===== src/rtl/multi_channel_history_store_core_assert.svh =====
// Assertion helpers; expect clk_i and rst_ni in scope
`ifndef MULTI_CHANNEL_HISTORY_STORE_CORE_ASSERT_SVH
`define MULTI_CHANNEL_HISTORY_STORE_CORE_ASSERT_SVH

`define MCHS_ASSERT(lbl, expr, msg) \
  lbl: assert property (@(posedge clk_i) disable iff (!rst_ni) (expr)) else $error(msg);

`define MCHS_IMPLIES(lbl, ante, cons, msg) \
  lbl: assert property (@(posedge clk_i) disable iff (!rst_ni) (ante) |-> (cons)) \
    else $error(msg);

`define MCHS_NEXT(lbl, ante, cons, msg) \
  lbl: assert property (@(posedge clk_i) disable iff (!rst_ni) (ante) |=> (cons)) \
    else $error(msg);

`endif


===== src/rtl/mchs_pkg.sv =====
package mchs_pkg;

  localparam int MAX_STACKS        = 8;
  localparam int HISTORY_DEPTH     = 8;
  localparam int MAX_ELEMENT_BYTES = 8;
  localparam int CAPACITY_BYTES    = 512;

  localparam int SLOT_W    = (MAX_STACKS > 1) ? $clog2(MAX_STACKS) : 1;
  localparam int POS_W     = (HISTORY_DEPTH > 1) ? $clog2(HISTORY_DEPTH) : 1;
  localparam int FILL_W    = $clog2(HISTORY_DEPTH + 1);
  localparam int RAM_DEPTH = MAX_STACKS * HISTORY_DEPTH;
  localparam int ADDR_W    = (RAM_DEPTH > 1) ? $clog2(RAM_DEPTH) : 1;
  localparam int BUDGET_W  = $clog2(CAPACITY_BYTES + 1);
  localparam int COST_W    = $clog2(MAX_ELEMENT_BYTES * HISTORY_DEPTH + 1);
  localparam int CALC_W    = (BUDGET_W > COST_W) ? BUDGET_W : COST_W;

  localparam int CMD_W     = 3;
  localparam int ID_W      = 8;
  localparam int ESZ_W     = 4;
  localparam int DATA_W    = 64;
  localparam int IDX_OUT_W = 6;
  localparam int COUNT_W   = 7;

  localparam logic [CMD_W-1:0] CMD_CREATE      = CMD_W'(0);
  localparam logic [CMD_W-1:0] CMD_REMOVE      = CMD_W'(1);
  localparam logic [CMD_W-1:0] CMD_WRITE       = CMD_W'(2);
  localparam logic [CMD_W-1:0] CMD_READ_LATEST = CMD_W'(3);
  localparam logic [CMD_W-1:0] CMD_READ_ALL    = CMD_W'(4);

  typedef enum logic [1:0] {
    ST_OK      = 2'd0,
    ST_FULL    = 2'd1,
    ST_INVALID = 2'd2,
    ST_EMPTY   = 2'd3
  } status_e;

  typedef struct packed {
    logic              we;
    logic [ADDR_W-1:0] waddr;
    logic [DATA_W-1:0] wdata;
    logic              re;
    logic [ADDR_W-1:0] raddr;
  } ram_req_t;

endpackage


===== src/rtl/mchs_cmd_if.sv =====
interface mchs_cmd_if;
  logic                           valid;
  logic                           ready;
  logic [mchs_pkg::CMD_W-1:0]     command;
  logic [mchs_pkg::ID_W-1:0]      chan_id;
  logic [mchs_pkg::ESZ_W-1:0]     elem_bytes;
  logic [mchs_pkg::DATA_W-1:0]    entry_data;

  modport source (output valid, command, chan_id, elem_bytes, entry_data, input ready);
  modport sink   (input valid, command, chan_id, elem_bytes, entry_data, output ready);
endinterface


===== src/rtl/mchs_rsp_if.sv =====
interface mchs_rsp_if;
  logic                            valid;
  logic                            ready;
  mchs_pkg::status_e               status;
  logic [mchs_pkg::ID_W-1:0]       new_id;
  logic [mchs_pkg::DATA_W-1:0]     read_data;
  logic [mchs_pkg::IDX_OUT_W-1:0]  entry_index;
  logic [mchs_pkg::COUNT_W-1:0]    entry_count;
  logic                            last;

  modport source (output valid, status, new_id, read_data, entry_index, entry_count, last,
                  input ready);
  modport sink   (input valid, status, new_id, read_data, entry_index, entry_count, last,
                  output ready);
endinterface


===== src/rtl/mchs_entry_ram.sv =====
module mchs_entry_ram (
  input  logic                        clk_i,
  input  mchs_pkg::ram_req_t          req_i,
  output logic [mchs_pkg::DATA_W-1:0] rdata_o
);

  logic [mchs_pkg::DATA_W-1:0] mem_q [mchs_pkg::RAM_DEPTH];
  logic [mchs_pkg::DATA_W-1:0] rdata_q;

  always_ff @(posedge clk_i) begin
    if (req_i.we) begin
      mem_q[req_i.waddr] <= req_i.wdata;
    end
    if (req_i.re) begin
      rdata_q <= mem_q[req_i.raddr];
    end
  end

  assign rdata_o = rdata_q;

endmodule


===== src/rtl/multi_channel_history_store_core.sv =====
// Channel  Dir  Payload                                                    Accept
// cmd_i    in   command, chan_id, elem_bytes, entry_data                   valid & ready
// rsp_o    out  status, new_id, read_data, entry_index, entry_count, last  valid & ready
//
// A defined command scans the slot table one slot a cycle (up to MAX_STACKS slots), then
// enters execute; create, remove, write and failed commands finish there.
// Reads of a non-empty channel then repeat an entry RAM read and an output load per entry.
// cmd_i.ready is high only between commands; rsp_o is a register, so a stalled
// result holds the block in execute or output load until taken.
// Reset clears the slot table, sets the budget to CAPACITY_BYTES and the id counter to 1; the entry RAM is not cleared.
module multi_channel_history_store_core (
  input  logic        clk_i,
  input  logic        rst_ni,
  mchs_cmd_if.sink    cmd_i,
  mchs_rsp_if.source  rsp_o
);

  `include "multi_channel_history_store_core_assert.svh"

  typedef enum logic [2:0] {S_IDLE, S_SCAN, S_EXEC, S_RD, S_RDOUT} state_e;

  function automatic logic [mchs_pkg::DATA_W-1:0] byte_mask(
    input logic [mchs_pkg::ESZ_W-1:0] nbytes);
    logic [mchs_pkg::DATA_W-1:0] m;
    m = '0;
    for (int b = 0; b < mchs_pkg::DATA_W / 8; b++) begin
      m[b*8 +: 8] = {8{mchs_pkg::ESZ_W'(b) < nbytes}};
    end
    return m;
  endfunction

  function automatic logic [mchs_pkg::ADDR_W-1:0] ram_addr(
    input logic [mchs_pkg::SLOT_W-1:0] slot, input logic [mchs_pkg::POS_W-1:0] pos);
    return mchs_pkg::ADDR_W'(slot) * mchs_pkg::ADDR_W'(mchs_pkg::HISTORY_DEPTH)
           + mchs_pkg::ADDR_W'(pos);
  endfunction

  state_e                             state_q;
  logic [mchs_pkg::CMD_W-1:0]         cmd_q;
  logic [mchs_pkg::ID_W-1:0]          id_q;
  logic [mchs_pkg::ESZ_W-1:0]         esz_q;
  logic [mchs_pkg::DATA_W-1:0]        data_q;
  logic [mchs_pkg::SLOT_W-1:0]        scan_q;
  logic                               found_q;
  logic [mchs_pkg::SLOT_W-1:0]        hit_slot_q;
  logic [mchs_pkg::ESZ_W-1:0]         sel_bytes_q;
  logic [mchs_pkg::FILL_W-1:0]        sel_fill_q;
  logic [mchs_pkg::POS_W-1:0]         sel_pos_q;
  logic [mchs_pkg::POS_W-1:0]         rd_k_q;
  logic [mchs_pkg::POS_W-1:0]         rd_pos_q;

  logic                               slot_valid_q [mchs_pkg::MAX_STACKS];
  logic [mchs_pkg::ID_W-1:0]          slot_id_q    [mchs_pkg::MAX_STACKS];
  logic [mchs_pkg::ESZ_W-1:0]         slot_bytes_q [mchs_pkg::MAX_STACKS];
  logic [mchs_pkg::FILL_W-1:0]        slot_fill_q  [mchs_pkg::MAX_STACKS];
  logic [mchs_pkg::POS_W-1:0]         slot_pos_q   [mchs_pkg::MAX_STACKS];
  logic [mchs_pkg::BUDGET_W-1:0]      budget_q;
  logic [mchs_pkg::ID_W-1:0]          next_id_q;

  logic                               rsp_valid_q;
  mchs_pkg::status_e                  rsp_status_q;
  logic [mchs_pkg::ID_W-1:0]          rsp_new_id_q;
  logic [mchs_pkg::DATA_W-1:0]        rsp_data_q;
  logic [mchs_pkg::IDX_OUT_W-1:0]     rsp_index_q;
  logic [mchs_pkg::COUNT_W-1:0]       rsp_count_q;
  logic                               rsp_last_q;

  logic                               accept;
  logic                               out_free;
  logic [mchs_pkg::ESZ_W-1:0]         esz_clamp;
  logic                               hit;
  logic                               scan_last;
  logic [mchs_pkg::ESZ_W-1:0]         cost_bytes;
  logic [mchs_pkg::CALC_W-1:0]        cost;
  logic [mchs_pkg::CALC_W-1:0]        budget_ext;
  logic [mchs_pkg::POS_W-1:0]         wr_pos;
  logic [mchs_pkg::FILL_W-1:0]        new_fill;
  logic                               rd_last;
  logic                               create_ok;
  logic                               rm_ok;
  logic                               wr_ok;
  logic                               rd_cmd;
  logic                               rd_start;
  logic                               rsp_load;
  mchs_pkg::status_e                  exec_status;
  logic [mchs_pkg::DATA_W-1:0]        ram_rdata;
  mchs_pkg::ram_req_t                 ram_req;

  assign accept   = cmd_i.valid && cmd_i.ready;
  assign out_free = !rsp_valid_q || rsp_o.ready;

  always_comb begin
    esz_clamp = cmd_i.elem_bytes;
    if (cmd_i.elem_bytes == '0) begin
      esz_clamp = mchs_pkg::ESZ_W'(1);
    end else if (cmd_i.elem_bytes > mchs_pkg::ESZ_W'(mchs_pkg::MAX_ELEMENT_BYTES)) begin
      esz_clamp = mchs_pkg::ESZ_W'(mchs_pkg::MAX_ELEMENT_BYTES);
    end
  end

  // shared slot comparator
  assign hit = (cmd_q == mchs_pkg::CMD_CREATE) ? !slot_valid_q[scan_q]
             : (slot_valid_q[scan_q] && (slot_id_q[scan_q] == id_q));
  assign scan_last = (scan_q == mchs_pkg::SLOT_W'(mchs_pkg::MAX_STACKS - 1));

  // shared cost unit: create charges, remove refunds
  assign cost_bytes = (cmd_q == mchs_pkg::CMD_CREATE) ? esz_q : sel_bytes_q;
  assign cost       = mchs_pkg::CALC_W'(cost_bytes)
                    * mchs_pkg::CALC_W'(mchs_pkg::HISTORY_DEPTH);
  assign budget_ext = mchs_pkg::CALC_W'(budget_q);

  always_comb begin
    wr_pos = '0;
    if (sel_fill_q != '0 && sel_pos_q != mchs_pkg::POS_W'(mchs_pkg::HISTORY_DEPTH - 1)) begin
      wr_pos = sel_pos_q + mchs_pkg::POS_W'(1);
    end
  end

  assign new_fill = (sel_fill_q == mchs_pkg::FILL_W'(mchs_pkg::HISTORY_DEPTH))
                  ? sel_fill_q : sel_fill_q + mchs_pkg::FILL_W'(1);
  assign rd_last  = (cmd_q == mchs_pkg::CMD_READ_LATEST)
                 || ((mchs_pkg::FILL_W'(rd_k_q) + mchs_pkg::FILL_W'(1)) == sel_fill_q);

  assign create_ok = (cmd_q == mchs_pkg::CMD_CREATE) && found_q && (cost <= budget_ext);
  assign rm_ok     = found_q && (cmd_q == mchs_pkg::CMD_REMOVE);
  assign wr_ok     = found_q && (cmd_q == mchs_pkg::CMD_WRITE);
  assign rd_cmd    = cmd_q inside {mchs_pkg::CMD_READ_LATEST, mchs_pkg::CMD_READ_ALL};
  assign rd_start  = found_q && rd_cmd && (sel_fill_q != '0);
  assign rsp_load  = out_free && (((state_q == S_EXEC) && !rd_start) || (state_q == S_RDOUT));

  always_comb begin
    exec_status = mchs_pkg::ST_OK;
    if (cmd_q == mchs_pkg::CMD_CREATE) begin
      if (!create_ok) begin
        exec_status = mchs_pkg::ST_FULL;
      end
    end else if (!found_q) begin
      exec_status = mchs_pkg::ST_INVALID;
    end else if (rd_cmd && (sel_fill_q == '0)) begin
      exec_status = mchs_pkg::ST_EMPTY;
    end
  end

  always_comb begin
    ram_req.we    = (state_q == S_EXEC) && out_free && found_q
                 && (cmd_q == mchs_pkg::CMD_WRITE);
    ram_req.waddr = ram_addr(hit_slot_q, wr_pos);
    ram_req.wdata = data_q & byte_mask(sel_bytes_q);
    ram_req.re    = (state_q == S_RD);
    ram_req.raddr = ram_addr(hit_slot_q, rd_pos_q);
  end

  mchs_entry_ram u_ram (
    .clk_i   (clk_i),
    .req_i   (ram_req),
    .rdata_o (ram_rdata)
  );

  always_ff @(posedge clk_i or negedge rst_ni) begin
    if (!rst_ni) begin
      state_q      <= S_IDLE;
      cmd_q        <= '0;
      id_q         <= '0;
      esz_q        <= '0;
      data_q       <= '0;
      scan_q       <= '0;
      found_q      <= 1'b0;
      hit_slot_q   <= '0;
      sel_bytes_q  <= '0;
      sel_fill_q   <= '0;
      sel_pos_q    <= '0;
      rd_k_q       <= '0;
      rd_pos_q     <= '0;
      for (int s = 0; s < mchs_pkg::MAX_STACKS; s++) begin
        slot_valid_q[s] <= 1'b0;
        slot_id_q[s]    <= '0;
        slot_bytes_q[s] <= '0;
        slot_fill_q[s]  <= '0;
        slot_pos_q[s]   <= '0;
      end
      budget_q     <= mchs_pkg::BUDGET_W'(mchs_pkg::CAPACITY_BYTES);
      next_id_q    <= mchs_pkg::ID_W'(1);
      rsp_valid_q  <= 1'b0;
      rsp_status_q <= mchs_pkg::ST_OK;
      rsp_new_id_q <= '0;
      rsp_data_q   <= '0;
      rsp_index_q  <= '0;
      rsp_count_q  <= '0;
      rsp_last_q   <= 1'b0;
    end else begin
      if (rsp_load) begin
        rsp_valid_q <= 1'b1;
      end else if (rsp_o.ready) begin
        rsp_valid_q <= 1'b0;
      end
      unique case (state_q)
        S_IDLE: begin
          if (accept) begin
            cmd_q   <= cmd_i.command;
            id_q    <= cmd_i.chan_id;
            esz_q   <= esz_clamp;
            data_q  <= cmd_i.entry_data;
            scan_q  <= '0;
            found_q <= 1'b0;
            if (cmd_i.command <= mchs_pkg::CMD_READ_ALL) begin
              state_q <= S_SCAN;
            end
          end
        end
        S_SCAN: begin
          if (hit) begin
            found_q     <= 1'b1;
            hit_slot_q  <= scan_q;
            sel_bytes_q <= slot_bytes_q[scan_q];
            sel_fill_q  <= slot_fill_q[scan_q];
            sel_pos_q   <= slot_pos_q[scan_q];
            state_q     <= S_EXEC;
          end else if (scan_last) begin
            state_q <= S_EXEC;
          end else begin
            scan_q <= scan_q + mchs_pkg::SLOT_W'(1);
          end
        end
        S_EXEC: begin
          if (out_free) begin
            if (rd_start) begin
              rd_k_q   <= '0;
              rd_pos_q <= sel_pos_q;
              state_q  <= S_RD;
            end else begin
              rsp_status_q <= exec_status;
              rsp_new_id_q <= create_ok ? next_id_q : '0;
              rsp_data_q   <= '0;
              rsp_index_q  <= '0;
              rsp_count_q  <= wr_ok ? mchs_pkg::COUNT_W'(new_fill) : '0;
              rsp_last_q   <= 1'b1;
              state_q      <= S_IDLE;
            end
            if (create_ok) begin
              slot_valid_q[hit_slot_q] <= 1'b1;
              slot_id_q[hit_slot_q]    <= next_id_q;
              slot_bytes_q[hit_slot_q] <= esz_q;
              slot_fill_q[hit_slot_q]  <= '0;
              slot_pos_q[hit_slot_q]   <= '0;
              budget_q  <= mchs_pkg::BUDGET_W'(budget_ext - cost);
              next_id_q <= (next_id_q == '1) ? mchs_pkg::ID_W'(1)
                                             : next_id_q + mchs_pkg::ID_W'(1);
            end else if (rm_ok) begin
              slot_valid_q[hit_slot_q] <= 1'b0;
              slot_fill_q[hit_slot_q]  <= '0;
              slot_pos_q[hit_slot_q]   <= '0;
              budget_q <= mchs_pkg::BUDGET_W'(budget_ext + cost);
            end else if (wr_ok) begin
              slot_fill_q[hit_slot_q] <= new_fill;
              slot_pos_q[hit_slot_q]  <= wr_pos;
            end
          end
        end
        S_RD: begin
          state_q <= S_RDOUT;
        end
        S_RDOUT: begin
          if (out_free) begin
            rsp_status_q <= mchs_pkg::ST_OK;
            rsp_new_id_q <= '0;
            rsp_data_q   <= ram_rdata;
            rsp_index_q  <= mchs_pkg::IDX_OUT_W'(rd_k_q);
            rsp_count_q  <= mchs_pkg::COUNT_W'(sel_fill_q);
            rsp_last_q   <= rd_last;
            if (rd_last) begin
              state_q <= S_IDLE;
            end else begin
              rd_k_q   <= rd_k_q + mchs_pkg::POS_W'(1);
              rd_pos_q <= (rd_pos_q == '0) ? mchs_pkg::POS_W'(mchs_pkg::HISTORY_DEPTH - 1)
                                           : rd_pos_q - mchs_pkg::POS_W'(1);
              state_q  <= S_RD;
            end
          end
        end
        default: begin
          state_q <= S_IDLE;
        end
      endcase
    end
  end

  assign cmd_i.ready       = (state_q == S_IDLE);
  assign rsp_o.valid       = rsp_valid_q;
  assign rsp_o.status      = rsp_status_q;
  assign rsp_o.new_id      = rsp_new_id_q;
  assign rsp_o.read_data   = rsp_data_q;
  assign rsp_o.entry_index = rsp_index_q;
  assign rsp_o.entry_count = rsp_count_q;
  assign rsp_o.last        = rsp_last_q;

  `MCHS_ASSERT(a_budget_cap, budget_q <= mchs_pkg::BUDGET_W'(mchs_pkg::CAPACITY_BYTES), "budget above capacity")
  `MCHS_ASSERT(a_fill_cap, sel_fill_q <= mchs_pkg::FILL_W'(mchs_pkg::HISTORY_DEPTH), "fill above depth")
  `MCHS_IMPLIES(a_read_hit, ram_req.re, found_q && (sel_fill_q != '0), "entry read without live data")
  `MCHS_NEXT(a_busy_after_cmd, accept && (cmd_i.command <= mchs_pkg::CMD_READ_ALL), !cmd_i.ready, "ready during command")

endmodule


===== src/flat_wrapper.sv =====
// flat-port wrapper written by rule: the top's interface ports become plain ports
module multi_channel_history_store_core_flat 
  (clk_i, rst_ni, cmd_i_valid, cmd_i_command, cmd_i_chan_id, cmd_i_elem_bytes, cmd_i_entry_data, cmd_i_ready, rsp_o_valid, rsp_o_status, rsp_o_new_id, rsp_o_read_data, rsp_o_entry_index, rsp_o_entry_count, rsp_o_last, rsp_o_ready);
  mchs_cmd_if cmd_i_i ();
  mchs_rsp_if rsp_o_i ();
  input  logic clk_i;
  input  logic rst_ni;
  input wire logic [$bits(cmd_i_i.valid)-1:0] cmd_i_valid;
  input wire logic [$bits(cmd_i_i.command)-1:0] cmd_i_command;
  input wire logic [$bits(cmd_i_i.chan_id)-1:0] cmd_i_chan_id;
  input wire logic [$bits(cmd_i_i.elem_bytes)-1:0] cmd_i_elem_bytes;
  input wire logic [$bits(cmd_i_i.entry_data)-1:0] cmd_i_entry_data;
  output wire logic [$bits(cmd_i_i.ready)-1:0] cmd_i_ready;
  output wire logic [$bits(rsp_o_i.valid)-1:0] rsp_o_valid;
  output wire logic [$bits(rsp_o_i.status)-1:0] rsp_o_status;
  output wire logic [$bits(rsp_o_i.new_id)-1:0] rsp_o_new_id;
  output wire logic [$bits(rsp_o_i.read_data)-1:0] rsp_o_read_data;
  output wire logic [$bits(rsp_o_i.entry_index)-1:0] rsp_o_entry_index;
  output wire logic [$bits(rsp_o_i.entry_count)-1:0] rsp_o_entry_count;
  output wire logic [$bits(rsp_o_i.last)-1:0] rsp_o_last;
  input wire logic [$bits(rsp_o_i.ready)-1:0] rsp_o_ready;
  assign cmd_i_i.valid = cmd_i_valid;
  assign cmd_i_i.command = cmd_i_command;
  assign cmd_i_i.chan_id = cmd_i_chan_id;
  assign cmd_i_i.elem_bytes = cmd_i_elem_bytes;
  assign cmd_i_i.entry_data = cmd_i_entry_data;
  assign cmd_i_ready = cmd_i_i.ready;
  assign rsp_o_valid = rsp_o_i.valid;
  assign rsp_o_status = rsp_o_i.status;
  assign rsp_o_new_id = rsp_o_i.new_id;
  assign rsp_o_read_data = rsp_o_i.read_data;
  assign rsp_o_entry_index = rsp_o_i.entry_index;
  assign rsp_o_entry_count = rsp_o_i.entry_count;
  assign rsp_o_last = rsp_o_i.last;
  assign rsp_o_i.ready = rsp_o_ready;
  multi_channel_history_store_core u_core (.clk_i(clk_i), .rst_ni(rst_ni), .cmd_i(cmd_i_i), .rsp_o(rsp_o_i));
endmodule

===== config.mk =====
export PLATFORM = sky130hd
export DESIGN_NAME = multi_channel_history_store_core_flat
export DESIGN_NICKNAME = d
export VERILOG_FILES = /design/src/rtl/mchs_pkg.sv /design/src/rtl/mchs_cmd_if.sv /design/src/rtl/mchs_rsp_if.sv /design/src/rtl/mchs_entry_ram.sv /design/src/rtl/multi_channel_history_store_core.sv /design/src/flat_wrapper.sv
export VERILOG_INCLUDE_DIRS = /design/src /design/src/rtl
export SDC_FILE = /design/constraint.sdc
export NUM_CORES = 2
export LEC_CHECK = 0
export BUFFER_PORTS_ARGS = -buffer_cell sky130_fd_sc_hd__clkbuf_2
export CORE_MARGIN = 1
export CORE_UTILIZATION = 50
export DETAILED_ROUTE_END_ITERATION = 8
export PLACE_DENSITY_LB_ADDON = 0.2
export RECOVER_POWER = 100
export SLEW_MARGIN = 20
export SYNTH_ARGS = -nofsm -noshare
export SYNTH_HDL_FRONTEND = slang
export SYNTH_SLANG_ARGS = --single-unit

===== constraint.sdc =====
create_clock -name clk_i -period 5.5 [get_ports clk_i]
set_input_delay 1.375 -clock clk_i [delete_from_list [all_inputs] [get_ports clk_i]]
set_output_delay 1.375 -clock clk_i [all_outputs]
set_load 0.1 [all_outputs]

==> impl_metrics.yaml <==
status:
  outcome: "complete, but fails checks"
  failed_checks: "capacitance limit, slew limit"
global_routing:
  track_usage_pct: 27.56
  antenna_found_initial: 40
  grt_pass1_vias: 84760
  grt_max_degree: 111
  overflow: 0
  grt_pass1_wl_mm: 670.1
layout:
  layout_commonest_cell: "edfxtp_1"
  final_core_util_pct: 56.99
  layout_common_cells: "edfxtp_1 (4160), mux4_2 (1229), nand2_1 (468)"
  nNetsFinal: 8466
  multi_input_area_um2: 38550
  fillCellCount: 25140
  final_layout_size_suffix_gt1_share_pct: 29.60
  regArea_um2: 134100
  syn2layout_area_growth_pct: 13.44
  fin_area_um2: 197100
clock_tree:
  htreeDepth: 5
  cts_repair_resize_count: 0
  cts_buffers: 449
  clockBufferDepth: 4
  clkSlewWorstSetupHoldPaths_ns: 0.06
  insertion_delay_ns: 1.02
  post_cts_buffers: 0
  cts_hold_buf: 0
  cts_tree: "done"
  clock_sinks: 4524
  cts-root-buf: "clkbuf_16"
floorplan:
  ios: 173
  rows: 216
  die_width_um: 591.6
  core_um2: 345900
  die-area_um2: 349900
  start_util_pct: 50.24
  die_h_um: 591.6
timing:
  hold_violations: 0
  slew_headroom_pct: -110.1
  tightest_slew_ns: 3.152
  post-route-period-util_pct: 95.24
  rsz0062_at_grt: "no"
  finalCriticalPeriod_ns: 5.238
  holdWs_ns: 0.4719
  setup_slack_ns: 0.2618
  clock_skew_ns: 0.05999
  finalSetupTns_ns: 0
  fmax_ghz: 0.1909
  drv_slew: 3826
  setup_viol: 0
drt:
  vias: 85740
  dr.first_iter.drc_count: 11880
  drcViolationCount: 0
  vias_per_cell: 6.423
  firstDrtPassIters: 6
  drt-total-wl_mm: 481.7
  routedWlPerCell_um: 36.08
  ant_nets: 0
pwr:
  irDropWorstVdd_mv: 0.4920
  powerDensity_nw_per_um2: 483.9
  total_leakage_power_nw: 70.86
  p_sw_share_pct: 31.00
  switchingPower_w: 0.02957
  pwr-share-clk_pct: 31.7
  comb_power_share_pct: 25.8
  pwr-share-seq_pct: 42.5
  p_int_w: 0.06582
yosys:
  netlist_area_um2: 173800
  synth_edf_count: 4160
  synthArstFlopShare_pct: 8.046
  yosys_warnings: 0
  ys_seq_area_share_pct: 77.12
  synth.avg_cell_area_um2: 22.46
  synth_cells: 7737
  synth_cell_type_count: 65
  synth_ff_type: "edfxtp_1"
  synth_seq_cells: 4524
worst_setup_path:
  cp_data_required_time_ns: 6.20
  arrival_ns: 5.94
  path_class: "reg -> reg"
  worstSetupStartpointType: "flop"
  r2r_setup_slack_ns: 0.26
  r2r_cells: 5
  crit_fanout: 37
  cp-end-kind: "flop"
  r2r-end: "u_core.u_ram.mem_q[35][11]"
  r2r-start: "u_core.sel_bytes_q[3]"
  crit_start: "u_core.sel_bytes_q[3]"
  endpoint: "u_core.u_ram.mem_q[35][11]"
place:
  dp_slack_ns: 1.041
  dpl.hpwl_mm: 292.1
  io_buffer_count: 166
  gp_congestion: 0.8349
  placed_area_um2: 184000
run:
  cap_violations: 92
min_path:
  hold_depth: 2
  hold_path_class: "reg -> reg"
through the flow:
step	total power, W	std cells
after floorplan	0.05570	7742
after global placement	0.06584	12490
after detailed placement	0.06608	12490
after CTS	0.09609	13330
after global routing	0.09816	13340
final	0.09539	13350
registers in the layout (all words and copies together) (netlist names), 24 cells and up, named ones only:
name,count
u_core.u_ram.mem_q,4096
u_core.data_q,64
u_core.rsp_o.read_data,64
u_core.slot_id_q,64
u_core.u_ram.rdata_o,64
u_core.slot_bytes_q,32
u_core.slot_fill_q,32
u_core.slot_pos_q,24
Yosys cell counts, drive strengths merged, types with 13 or more instances:
| cell | n | area, um^2 |
|---|---|---|
| edfxtp | 4160 | 124900 |
| mux4 | 1230 | 27710 |
| nand2 | 472 | 1772 |
| dfrtp | 362 | 9059 |
| mux2i | 233 | 2332 |
| buf | 231 | 1147 |
| clkbuf | 195 | 732.0 |
| mux2 | 142 | 1625 |
| o21ai | 121 | 605.6 |
| nor2 | 103 | 386.6 |
| o22ai | 101 | 631.9 |
| nor2b | 57 | 356.6 |
| a21oi | 36 | 180.2 |
| o2bb2ai | 32 | 280.3 |
| nor3 | 29 | 145.1 |
| a22o | 27 | 236.5 |
| and2 | 23 | 143.9 |
| ha | 19 | 237.7 |
| inv | 18 | 67.56 |
| nand2b | 13 | 81.33 |
| nand3 | 13 | 77.58 |
power by group through the flow:
stage,Combinational (W),Sequential [W],Clock [W]
3_3_place_gp,0.0247,0.0411,0
3_5_place_dp,0.0249,0.0411,0
6_report,0.0246,0.0405,0.0303
5_1_grt,0.0257,0.0406,0.0319
4_1_cts,0.0250,0.0404,0.0306
2_1_floorplan,0.0143,0.0414,0
worst min-delay path by stage:
stage,endpoint,startpoint,slack [ns]
floorplan,u_core.data_q[48],u_core.data_q[48],0.44
global placement,u_core.data_q[37],u_core.data_q[37],0.45
detailed placement,u_core.data_q[63],u_core.data_q[63],0.46
CTS,u_core.rsp_o.entry_count[3],rst_ni,0.45
global route,u_core.data_q[4],u_core.data_q[4],0.49
finish,u_core.data_q[48],u_core.data_q[48],0.47
logic make-up (layout without fill, tap and decap cells):
family	after synthesis	count (layout)	synth area share (%)
DFF	4524	4524	77.12
AOI/OAI and AO/OA	382	382	1.448
buffers and inverters	445	1452	1.122
adders and majority gates	21	21	0.1598
xor gates and xnor gates	20	20	0.1008
and+or+nand+nor	739	739	1.823
muxes	1605	1605	18.22
other	1	28	0.002158
area by class of cell:
| cell class | instances | share of cell area [%] |
|---|---|---|
| antenna | 22 | 0.02792 |
| sequential | 4524 | 68.00 |
| tap | 4578 | 2.905 |
| clock buffer | 584 | 6.147 |
| timing repair buffer | 595 | 2.145 |
| clock inverter | 254 | 1.190 |
| inverter | 19 | 0.03618 |
| multi-input combinational | 2773 | 19.55 |
metal layers:
metal,routed length (um),GRT usage (%),vias to the layer above
met5,96,0,-
met4,12870,6.812,14
met3,51210,6.476,677
met2,226400,42.64,4607
met1,191100,40.08,46760
li1,-,-,33680
critical path: stages, from the launching register on:
cell      delay (ns)
dfrtp_2         0.37
clkbuf_1        1.74
nor3_1          0.52
clkbuf_2        0.60
nor2b_4         0.98
buf_4           0.56
Power figures use the tool's default switching activity.
